$ cat config.mk
export PLATFORM = sky130hd
export DESIGN_NAME = polyline_segment_subdivider_core
export DESIGN_NICKNAME = d
export VERILOG_FILES = /design/src/design/pss_pkg.sv /design/src/design/polyline_segment_subdivider_core.sv
export VERILOG_INCLUDE_DIRS = /design/src /design/src/design
export SDC_FILE = /design/constraint.sdc
export NUM_CORES = 2
export LEC_CHECK = 0
export CORE_ASPECT_RATIO = 1.2
export CORE_MARGIN = 1
export CORE_UTILIZATION = 53
export DETAILED_ROUTE_END_ITERATION = 12
export DONT_BUFFER_PORTS = 1
export GPL_TIMING_DRIVEN = 1
export PLACE_DENSITY_LB_ADDON = 0.05
export SETUP_SLACK_MARGIN = 0.2
export SYNTH_ARGS = -nofsm -noshare
export SYNTH_HDL_FRONTEND = slang
export SYNTH_SLANG_ARGS = --single-unit
$ cat constraint.sdc
create_clock -name clk -period 12.1 [get_ports clk]
set_input_delay 2.42 -clock clk [delete_from_list [all_inputs] [get_ports clk]]
set_output_delay 2.42 -clock clk [all_outputs]
set_load 0.005 [all_outputs]
$ cat src/design/assert_macros.svh
// Assertion macros used by the subdivider core.
`ifndef ASSERT_MACROS_SVH
`define ASSERT_MACROS_SVH

// Same-cycle implication, checked while out of reset.
`define PSS_ASSERT_IMP(lbl, ante, cons, msg) \
    lbl: assert property (@(posedge clk) disable iff (!rst_n) (ante) |-> (cons)) \
        else $error(msg);

// Next-cycle implication, checked while out of reset.
`define PSS_ASSERT_NXT(lbl, ante, cons, msg) \
    lbl: assert property (@(posedge clk) disable iff (!rst_n) (ante) |=> (cons)) \
        else $error(msg);

`endif

$ cat src/design/pss_pkg.sv
// Constants and types for the polyline segment subdivider.
package pss_pkg;

    localparam int COORD_WIDTH = 24;
    localparam int MAX_STEPS   = 32;

    localparam int MINSEG_W = 23;
    localparam int MAXPTS_W = 11;
    localparam int CNT_W    = 11;

    localparam int CFG_IDX_W  = 8;
    localparam int CFG_DATA_W = 23;

    localparam int MAG_W     = COORD_WIDTH;
    localparam int DIFF_W    = COORD_WIDTH + 1;
    localparam int STEPS_W   = $clog2(MAX_STEPS + 1);
    localparam int REM_W     = STEPS_W;
    localparam int LEN_W     = MINSEG_W + $clog2(MAX_STEPS);
    localparam int MUL_W     = (LEN_W > MAG_W) ? LEN_W : MAG_W;
    localparam int PROD_W    = 2 * MUL_W;
    localparam int D2_W      = 2 * MAG_W + 1;
    localparam int CMP_W     = (PROD_W > D2_W) ? PROD_W : D2_W;
    localparam int DIV_CNT_W = $clog2(MAG_W);

    localparam logic [MINSEG_W-1:0] MIN_SEGMENT_RST = MINSEG_W'(76800);
    localparam logic [MAXPTS_W-1:0] MAX_POINTS_RST  = MAXPTS_W'(1024);

    typedef enum logic [CFG_IDX_W-1:0] {
        REG_MIN_SEGMENT = CFG_IDX_W'(0),
        REG_MAX_POINTS  = CFG_IDX_W'(1)
    } cfg_reg_t;

endpackage

$ cat src/design/polyline_segment_subdivider_core.sv
// Polyline segment subdivider: splits each polyline segment into evenly spaced points.
//
// A vertex that opens a polyline is taken and gives no points. A later vertex first emits
// the polyline's start vertex (on its first segment), then, while the point limit allows,
// works out the step count with one shared squaring multiplier: states ST_SQ_X, ST_SQ_Y
// and ST_SUM form dx^2 + dy^2 and the first length, then ST_STEP tries one step count at
// a time, up to MAX_STEPS - 2 trials. A shift-subtract divider then splits |dx| and |dy|
// by the step count, after which points leave at one per cycle while the output side
// takes them. The input is not ready while a vertex is in work; the last point of a
// vertex may still wait in the output register while the next vertex is taken. No
// clearing pass after reset.
module polyline_segment_subdivider_core
(
    input  logic                                   clk,
    input  logic                                   rst_n,

    input  logic                                   cfg_valid,
    output logic                                   cfg_ready,
    input  logic [pss_pkg::CFG_IDX_W-1:0]          cfg_index,
    input  logic [pss_pkg::CFG_DATA_W-1:0]         cfg_data,

    input  logic                                   in_valid,
    output logic                                   in_ready,
    input  logic signed [pss_pkg::COORD_WIDTH-1:0] in_x,
    input  logic signed [pss_pkg::COORD_WIDTH-1:0] in_y,
    input  logic                                   line_start,

    output logic                                   out_valid,
    input  logic                                   out_ready,
    output logic signed [pss_pkg::COORD_WIDTH-1:0] out_x,
    output logic signed [pss_pkg::COORD_WIDTH-1:0] out_y,
    output logic                                   stroke_first,
    output logic                                   run_last
);
    import pss_pkg::*;

`include "assert_macros.svh"

    typedef enum logic [2:0] {
        ST_IDLE,
        ST_START,
        ST_SQ_X,
        ST_SQ_Y,
        ST_SUM,
        ST_STEP,
        ST_DIV,
        ST_EMIT
    } state_t;

    // control
    state_t                 state_reg, state_next;
    logic                   out_valid_reg, out_valid_next;
    logic                   have_prev_reg, have_prev_next;
    logic [CNT_W-1:0]       cnt_reg, cnt_next;
    logic [MINSEG_W-1:0]    min_seg_reg, min_seg_next;
    logic [MAXPTS_W-1:0]    max_pts_reg, max_pts_next;

    // datapath
    logic [COORD_WIDTH-1:0] prev_x_reg, prev_x_next;
    logic [COORD_WIDTH-1:0] prev_y_reg, prev_y_next;
    logic [COORD_WIDTH-1:0] cur_x_reg, cur_x_next;
    logic [COORD_WIDTH-1:0] cur_y_reg, cur_y_next;
    logic [MAG_W-1:0]       ax_reg, ax_next;
    logic [MAG_W-1:0]       ay_reg, ay_next;
    logic                   sx_reg, sx_next;
    logic                   sy_reg, sy_next;
    logic                   seg_go_reg, seg_go_next;
    logic [PROD_W-1:0]      prod_reg, prod_next;
    logic [D2_W-1:0]        d2_reg, d2_next;
    logic [LEN_W-1:0]       len_reg, len_next;
    logic [STEPS_W-1:0]     s_reg, s_next;
    logic [STEPS_W-1:0]     steps_reg, steps_next;
    logic [MAG_W-1:0]       qx_reg, qx_next;
    logic [MAG_W-1:0]       qy_reg, qy_next;
    logic [REM_W-1:0]       rx_reg, rx_next;
    logic [REM_W-1:0]       ry_reg, ry_next;
    logic [DIV_CNT_W-1:0]   div_cnt_reg, div_cnt_next;
    logic [MAG_W-1:0]       qacc_x_reg, qacc_x_next;
    logic [MAG_W-1:0]       qacc_y_reg, qacc_y_next;
    logic [REM_W-1:0]       racc_x_reg, racc_x_next;
    logic [REM_W-1:0]       racc_y_reg, racc_y_next;
    logic [COORD_WIDTH-1:0] out_x_reg, out_x_next;
    logic [COORD_WIDTH-1:0] out_y_reg, out_y_next;
    logic                   first_reg, first_next;
    logic                   last_reg, last_next;

    logic                   in_acc;
    logic                   out_acc;
    logic                   slot_free;
    logic                   out_load;
    logic [MUL_W-1:0]       mul_a;
    logic [DIFF_W-1:0]      dx_in, dy_in;
    logic [CNT_W-1:0]       cnt_eff;
    logic                   seg_go;
    logic [REM_W:0]         trial_x, trial_y;
    logic                   ge_x, ge_y;
    logic [REM_W:0]         rsum_x, rsum_y;
    logic                   wrap_x, wrap_y;
    logic [REM_W-1:0]       rnew_x, rnew_y;
    logic [MAG_W-1:0]       qnew_x, qnew_y;
    logic [DIFF_W-1:0]      delta_x, delta_y;
    logic [DIFF_W-1:0]      pt_x, pt_y;
    logic [CNT_W:0]         cnt_inc;
    logic                   pt_last;

    assign cfg_ready    = 1'b1;
    assign in_ready     = (state_reg == ST_IDLE);
    assign in_acc       = in_valid && in_ready;
    assign out_acc      = out_valid_reg && out_ready;
    assign slot_free    = !out_valid_reg || out_ready;

    assign out_valid    = out_valid_reg;
    assign out_x        = out_x_reg;
    assign out_y        = out_y_reg;
    assign stroke_first = first_reg;
    assign run_last     = last_reg;

    always_comb
    begin
        dx_in   = {in_x[COORD_WIDTH-1], in_x} - {prev_x_reg[COORD_WIDTH-1], prev_x_reg};
        dy_in   = {in_y[COORD_WIDTH-1], in_y} - {prev_y_reg[COORD_WIDTH-1], prev_y_reg};
        cnt_eff = (cnt_reg == '0) ? CNT_W'(1) : cnt_reg;
        seg_go  = ({1'b0, cnt_eff} + (CNT_W+1)'(1)) < (CNT_W+1)'(max_pts_reg);

        // shared squaring unit
        unique case (state_reg)
            ST_SQ_X: mul_a = MUL_W'(ax_reg);
            ST_SQ_Y: mul_a = MUL_W'(ay_reg);
            default: mul_a = MUL_W'(len_reg);
        endcase
        prod_next = PROD_W'(mul_a) * PROD_W'(mul_a);

        // divider bit step
        trial_x = {rx_reg, qx_reg[MAG_W-1]};
        trial_y = {ry_reg, qy_reg[MAG_W-1]};
        ge_x    = trial_x >= {1'b0, steps_reg};
        ge_y    = trial_y >= {1'b0, steps_reg};

        // next point: running quotient and remainder of |d| * s / steps
        rsum_x  = {1'b0, racc_x_reg} + {1'b0, rx_reg};
        rsum_y  = {1'b0, racc_y_reg} + {1'b0, ry_reg};
        wrap_x  = rsum_x >= {1'b0, steps_reg};
        wrap_y  = rsum_y >= {1'b0, steps_reg};
        rnew_x  = wrap_x ? REM_W'(rsum_x - {1'b0, steps_reg}) : REM_W'(rsum_x);
        rnew_y  = wrap_y ? REM_W'(rsum_y - {1'b0, steps_reg}) : REM_W'(rsum_y);
        qnew_x  = qacc_x_reg + qx_reg + MAG_W'(wrap_x);
        qnew_y  = qacc_y_reg + qy_reg + MAG_W'(wrap_y);
        delta_x = sx_reg ? (DIFF_W'(0) - {1'b0, qnew_x}) : {1'b0, qnew_x};
        delta_y = sy_reg ? (DIFF_W'(0) - {1'b0, qnew_y}) : {1'b0, qnew_y};
        pt_x    = {prev_x_reg[COORD_WIDTH-1], prev_x_reg} + delta_x;
        pt_y    = {prev_y_reg[COORD_WIDTH-1], prev_y_reg} + delta_y;
        cnt_inc = {1'b0, cnt_reg} + (CNT_W+1)'(1);
        pt_last = (s_reg == steps_reg) || (cnt_inc >= (CNT_W+1)'(max_pts_reg));

        state_next     = state_reg;
        have_prev_next = have_prev_reg;
        cnt_next       = cnt_reg;
        min_seg_next   = min_seg_reg;
        max_pts_next   = max_pts_reg;
        prev_x_next    = prev_x_reg;
        prev_y_next    = prev_y_reg;
        cur_x_next     = cur_x_reg;
        cur_y_next     = cur_y_reg;
        ax_next        = ax_reg;
        ay_next        = ay_reg;
        sx_next        = sx_reg;
        sy_next        = sy_reg;
        seg_go_next    = seg_go_reg;
        d2_next        = d2_reg;
        len_next       = len_reg;
        s_next         = s_reg;
        steps_next     = steps_reg;
        qx_next        = qx_reg;
        qy_next        = qy_reg;
        rx_next        = rx_reg;
        ry_next        = ry_reg;
        div_cnt_next   = div_cnt_reg;
        qacc_x_next    = qacc_x_reg;
        qacc_y_next    = qacc_y_reg;
        racc_x_next    = racc_x_reg;
        racc_y_next    = racc_y_reg;
        out_x_next     = out_x_reg;
        out_y_next     = out_y_reg;
        first_next     = first_reg;
        last_next      = last_reg;
        out_load       = 1'b0;

        if (cfg_valid && cfg_ready)
        begin
            unique case (cfg_reg_t'(cfg_index))
                REG_MIN_SEGMENT: min_seg_next = cfg_data[MINSEG_W-1:0];
                REG_MAX_POINTS:  max_pts_next = cfg_data[MAXPTS_W-1:0];
                default:         ;
            endcase
        end

        unique case (state_reg)
            ST_IDLE:
            begin
                if (in_acc)
                begin
                    if (line_start || !have_prev_reg)
                    begin
                        prev_x_next    = in_x;
                        prev_y_next    = in_y;
                        have_prev_next = 1'b1;
                        cnt_next       = '0;
                    end
                    else
                    begin
                        cur_x_next  = in_x;
                        cur_y_next  = in_y;
                        sx_next     = dx_in[DIFF_W-1];
                        sy_next     = dy_in[DIFF_W-1];
                        ax_next     = dx_in[DIFF_W-1] ? MAG_W'(DIFF_W'(0) - dx_in)
                                                      : MAG_W'(dx_in);
                        ay_next     = dy_in[DIFF_W-1] ? MAG_W'(DIFF_W'(0) - dy_in)
                                                      : MAG_W'(dy_in);
                        seg_go_next = seg_go;
                        if (cnt_reg == '0)
                        begin
                            state_next = ST_START;
                        end
                        else if (seg_go)
                        begin
                            state_next = ST_SQ_X;
                        end
                        else
                        begin
                            prev_x_next = in_x;
                            prev_y_next = in_y;
                        end
                    end
                end
            end

            ST_START:
            begin
                if (slot_free)
                begin
                    out_load   = 1'b1;
                    out_x_next = prev_x_reg;
                    out_y_next = prev_y_reg;
                    first_next = 1'b1;
                    last_next  = !seg_go_reg;
                    cnt_next   = CNT_W'(1);
                    if (seg_go_reg)
                    begin
                        state_next = ST_SQ_X;
                    end
                    else
                    begin
                        prev_x_next = cur_x_reg;
                        prev_y_next = cur_y_reg;
                        state_next  = ST_IDLE;
                    end
                end
            end

            ST_SQ_X:
            begin
                len_next   = LEN_W'({min_seg_reg, 1'b0});
                s_next     = STEPS_W'(2);
                state_next = ST_SQ_Y;
            end

            ST_SQ_Y:
            begin
                d2_next    = D2_W'(prod_reg);
                state_next = ST_SUM;
            end

            ST_SUM:
            begin
                d2_next    = d2_reg + D2_W'(prod_reg);
                len_next   = len_reg + LEN_W'(min_seg_reg);
                state_next = ST_STEP;
            end

            ST_STEP:
            begin
                if ((CMP_W'(prod_reg) >= CMP_W'(d2_reg)) ||
                    (s_reg == STEPS_W'(MAX_STEPS - 1)))
                begin
                    steps_next   = (CMP_W'(prod_reg) >= CMP_W'(d2_reg))
                                   ? s_reg : STEPS_W'(MAX_STEPS);
                    qx_next      = ax_reg;
                    qy_next      = ay_reg;
                    rx_next      = '0;
                    ry_next      = '0;
                    div_cnt_next = '0;
                    state_next   = ST_DIV;
                end
                else
                begin
                    s_next   = s_reg + STEPS_W'(1);
                    len_next = len_reg + LEN_W'(min_seg_reg);
                end
            end

            ST_DIV:
            begin
                qx_next      = {qx_reg[MAG_W-2:0], ge_x};
                qy_next      = {qy_reg[MAG_W-2:0], ge_y};
                rx_next      = ge_x ? REM_W'(trial_x - {1'b0, steps_reg}) : REM_W'(trial_x);
                ry_next      = ge_y ? REM_W'(trial_y - {1'b0, steps_reg}) : REM_W'(trial_y);
                div_cnt_next = div_cnt_reg + DIV_CNT_W'(1);
                if (div_cnt_reg == DIV_CNT_W'(MAG_W - 1))
                begin
                    qacc_x_next = '0;
                    qacc_y_next = '0;
                    racc_x_next = '0;
                    racc_y_next = '0;
                    s_next      = STEPS_W'(1);
                    state_next  = ST_EMIT;
                end
            end

            ST_EMIT:
            begin
                if (slot_free)
                begin
                    out_load    = 1'b1;
                    out_x_next  = pt_x[COORD_WIDTH-1:0];
                    out_y_next  = pt_y[COORD_WIDTH-1:0];
                    first_next  = 1'b0;
                    last_next   = pt_last;
                    cnt_next    = cnt_inc[CNT_W-1:0];
                    s_next      = s_reg + STEPS_W'(1);
                    qacc_x_next = qnew_x;
                    qacc_y_next = qnew_y;
                    racc_x_next = rnew_x;
                    racc_y_next = rnew_y;
                    if (pt_last)
                    begin
                        prev_x_next = cur_x_reg;
                        prev_y_next = cur_y_reg;
                        state_next  = ST_IDLE;
                    end
                end
            end

            default:
            begin
                state_next = ST_IDLE;
            end
        endcase

        out_valid_next = out_load ? 1'b1 : (out_acc ? 1'b0 : out_valid_reg);
    end

    always_ff @(posedge clk or negedge rst_n)
    begin
        if (!rst_n)
        begin
            state_reg     <= ST_IDLE;
            out_valid_reg <= 1'b0;
            have_prev_reg <= 1'b0;
            cnt_reg       <= '0;
            min_seg_reg   <= MIN_SEGMENT_RST;
            max_pts_reg   <= MAX_POINTS_RST;
            prev_x_reg    <= '0;
            prev_y_reg    <= '0;
        end
        else
        begin
            state_reg     <= state_next;
            out_valid_reg <= out_valid_next;
            have_prev_reg <= have_prev_next;
            cnt_reg       <= cnt_next;
            min_seg_reg   <= min_seg_next;
            max_pts_reg   <= max_pts_next;
            prev_x_reg    <= prev_x_next;
            prev_y_reg    <= prev_y_next;
        end
    end

    always_ff @(posedge clk)
    begin
        cur_x_reg   <= cur_x_next;
        cur_y_reg   <= cur_y_next;
        ax_reg      <= ax_next;
        ay_reg      <= ay_next;
        sx_reg      <= sx_next;
        sy_reg      <= sy_next;
        seg_go_reg  <= seg_go_next;
        prod_reg    <= prod_next;
        d2_reg      <= d2_next;
        len_reg     <= len_next;
        s_reg       <= s_next;
        steps_reg   <= steps_next;
        qx_reg      <= qx_next;
        qy_reg      <= qy_next;
        rx_reg      <= rx_next;
        ry_reg      <= ry_next;
        div_cnt_reg <= div_cnt_next;
        qacc_x_reg  <= qacc_x_next;
        qacc_y_reg  <= qacc_y_next;
        racc_x_reg  <= racc_x_next;
        racc_y_reg  <= racc_y_next;
        out_x_reg   <= out_x_next;
        out_y_reg   <= out_y_next;
        first_reg   <= first_next;
        last_reg    <= last_next;
    end

    `PSS_ASSERT_IMP(a_div_rem, state_reg == ST_DIV, (rx_reg < steps_reg) && (ry_reg < steps_reg), "divider remainder out of range")
    `PSS_ASSERT_IMP(a_steps_range, state_reg == ST_EMIT, (steps_reg >= STEPS_W'(2)) && (steps_reg <= STEPS_W'(MAX_STEPS)), "step count out of range")
    `PSS_ASSERT_IMP(a_emit_rem, state_reg == ST_EMIT, (racc_x_reg < steps_reg) && (racc_y_reg < steps_reg), "running remainder out of range")
    `PSS_ASSERT_IMP(a_point_limit, out_load && (state_reg == ST_EMIT), (CNT_W+1)'(cnt_reg) < (CNT_W+1)'(max_pts_reg), "point limit exceeded")
    `PSS_ASSERT_NXT(a_load_shows, out_load, out_valid_reg, "loaded point not presented")

endmodule
==> results.sh <==
export IMPL_finalSetupViolCount=0
export IMPL_finalHoldViolations=0
export IMPL_critPathArrivalTime_ps=10890
export IMPL_die_area_um2=107000
export IMPL_cp_start_kind="flip-flop"
export IMPL_post_route_period_util_pct=85.4
export IMPL_crit_path_end="prod_reg[53]"
export IMPL_fp_row_count=130
export IMPL_crit_path_end_kind="flip-flop"
export IMPL_die_w_um=299
export IMPL_path_class="reg -> reg"
export IMPL_worst_pin_slew_ps=1330
export IMPL_syn_area_um2=56200
export IMPL_htree_levels=2
export IMPL_drt_iter0_markers=2607
export IMPL_r2r_cells=33
export IMPL_grt_pass1_wl_um=236000
export IMPL_use_met2_pct=51.2
export IMPL_status="complete, no violations"
export IMPL_synth_top_family_by_area="adder cells"
export IMPL_cts_resized=0
export IMPL_fin_setup_tns_ps=0
export IMPL_grt_pass1_vias=42500
export IMPL_cts_buffer_depth=3
export IMPL_cts_sinks=516
export IMPL_cp_num_cells=33
export IMPL_synth_adder_area_share_pct=34.0
export IMPL_drt_wl_total_um=150000
export IMPL_crit_required_ps=12660
export IMPL_cts_tree="built"
export IMPL_slew_viol_final=0
export IMPL_final_setup_skew_ps=44.8
export IMPL_syn_nets=7149
export IMPL_period_needed_ps=10330
export IMPL_nets=7091
export IMPL_drc_errors=0
export IMPL_max_stage_delay_ps=930
export IMPL_synth_xor_area_share_pct=6.12
export IMPL_holdBufCountCts=0
export IMPL_dp_hpwl_um=118000
export IMPL_grt_busiest_layer="met2"
export IMPL_grt_use_total_pct=28.5
export IMPL_cap_viol_max_count=0
export IMPL_async_reset_ff_share_pct=19.0
export IMPL_final_cell_mix="inv_1, fa_1, ha_1"
export IMPL_place_gp_congestion=0.926
export IMPL_cpLargestDelayFamily="adder cells"
export IMPL_firstDrtPassIters=5
export IMPL_gr_total_overflow=0
export IMPL_hold_path_class="reg -> reg"
export IMPL_avgSynthCellArea_um2=9.52
export IMPL_synth_compound_area_share_pct=11.7
export IMPL_cts_buffers=60
export IMPL_clock_latency_ps=690
export IMPL_place_ws_ps=1190
export IMPL_synth_edf_count=363
export IMPL_clkTransAtPathRegs_ps=60
export IMPL_r2r_start="state_reg[2]"
export IMPL_fillers=9468
export IMPL_core_area_um2=105000
export IMPL_ys_seq_area_share_pct=25.7
export IMPL_start_util_pct=53.6
export IMPL_r2r_end="prod_reg[53]"
export IMPL_port_buffers=0
export IMPL_grt_max_degree=99
export IMPL_crit_fanout=55
export IMPL_cpMostUsedCell="fa_1"
export IMPL_ys_types=98
export IMPL_routedWlPerCell_um=20.6
export IMPL_ios=138
export IMPL_muxShareOfSynthArea_pct=3.00
export IMPL_rsz0062_at_grt="no"
export IMPL_cp_slowest_cell="nand2b_2"
export IMPL_root_buffer="clkbuf_16"
export IMPL_drive_gt1_share_pct=5.34
export IMPL_ys_warn_count=0
export IMPL_largest_reg_flops=55
export IMPL_cts_setup_buffers=0
export IMPL_antenna_left=0
export IMPL_syn_to_final_growth_pct=6.49
export IMPL_use_met1_pct=33.1
export IMPL_synth_simple_area_share_pct=11.2
export IMPL_vias=40300
export IMPL_syn_inst=5906
export IMPL_reg2reg_slack_ps=1770
export IMPL_crit_start="state_reg[2]"
export IMPL_routed_via_density=5.53
export IMPL_finalWorstSetupSlack_ps=1770
export IMPL_critPathBufInv=7
export IMPL_ys_flop_type="edfxtp_1"
export IMPL_finish_utilization_pct=57.1
export IMPL_die_h_um=359
export IMPL_fmax_ghz=0.0968
export IMPL_maxSlewHeadroom_pct=10.3
export IMPL_antenna_found_initial=1
export IMPL_final_common_cell="inv_1"
export IMPL_synth_seq_cells=516
export IMPL_use_met3_pct=3.58
==> worst reg2reg max path: cells and delay by family (launching register included) <==
kind / cells / cell delay [ps]
xor gates and xnor gates: 1 / 150
AOI/OAI and AO/OA: 11 / 2490
and+or+nand+nor: 6 / 1870
adders and majority gates: 8 / 3790
DFF: 1 / 700
buffers and inverters: 7 / 1180
==> cell type report <==
class                      count  area [µm²]  share of cell area (%)
antenna                        3        7.51                  0.0125
clock buffer                  78        1660                    2.77
clock inverter                36         380                   0.635
inverter                    1045        3930                    6.55
multi-input combinational   4166       37300                    62.2
sequential                   516       14500                    24.1
tap                         1386        1730                    2.90
timing repair buffer          59         447                   0.746
==> Yosys cell counts, types with 17 or more instances <==
library cell | n | area, µm²
o21ai_0 | 266 | 1330
o21bai_1 | 51 | 383
a31oi_1 | 21 | 131
mux2_2 | 78 | 878
a21oi_1 | 324 | 1620
nor4_1 | 17 | 106
or2_2 | 17 | 106
xnor2_1 | 273 | 2390
dfxtp_1 | 55 | 1100
and2_1 | 43 | 269
o31ai_1 | 34 | 255
ha_1 | 540 | 6760
dfrtp_1 | 93 | 2330
xor2_1 | 116 | 1020
nor2b_1 | 50 | 313
nand4_1 | 32 | 200
nand3_1 | 68 | 340
fa_1 | 618 | 12400
nand2b_1 | 50 | 313
nand2_1 | 486 | 1820
o21a_1 | 52 | 390
edfxtp_1 | 363 | 10900
nor2_1 | 502 | 1880
clkbuf_1 | 157 | 589
and3_1 | 33 | 206
mux2i_1 | 81 | 811
inv_1 | 1034 | 3880
a21o_1 | 140 | 1050
nor3_1 | 48 | 240
==> per-stage QoR <==
step / hold WS (ps) / std cells / instance area [µm²]
2_1_floorplan: 436 / 5906 / 56200
3_3_place_gp: 452 / 7171 / 57800
3_5_place_dp: 460 / 7171 / 57800
4_1_cts: 474 / 7285 / 59900
5_1_grt: 477 / 7286 / 59900
6_report: 477 / 7289 / 59900
==> kinds of logic (layout without fill, tap and decap cells) <==
family	Yosys count	count (layout)
DFF	516	516
buffers and inverters	1224	1218
xor gates and xnor gates	391	391
and+or+nand+nor	1406	1406
adders and majority gates	1158	1158
AOI/OAI and AO/OA	1051	1051
muxes	159	159
other	1	4
==> per-layer routing <==
layer	vias up	share of wire, %	routed length (µm)
li1	19300	-	-
met1	19700	39	58100
met2	947	51	76200
met3	343	4.5	6730
met4	0	6.0	8990
met5	-	0	0
==> worst min path at each step <==
stage                              from            end  slack (ps)  depth (start not counted)
after CTS                 have_prev_reg  have_prev_reg         470                          1
after detailed placement  have_prev_reg  have_prev_reg         460                          1
after global placement    have_prev_reg  have_prev_reg         450                          1
after global routing      have_prev_reg  have_prev_reg         480                          1
after floorplan           have_prev_reg  have_prev_reg         440                          1
final                     have_prev_reg  have_prev_reg         480                          1
Power is left out: the tool's default activity adds up to more than one toggle a clock period on the data nets, which glitch-free logic cannot reach.
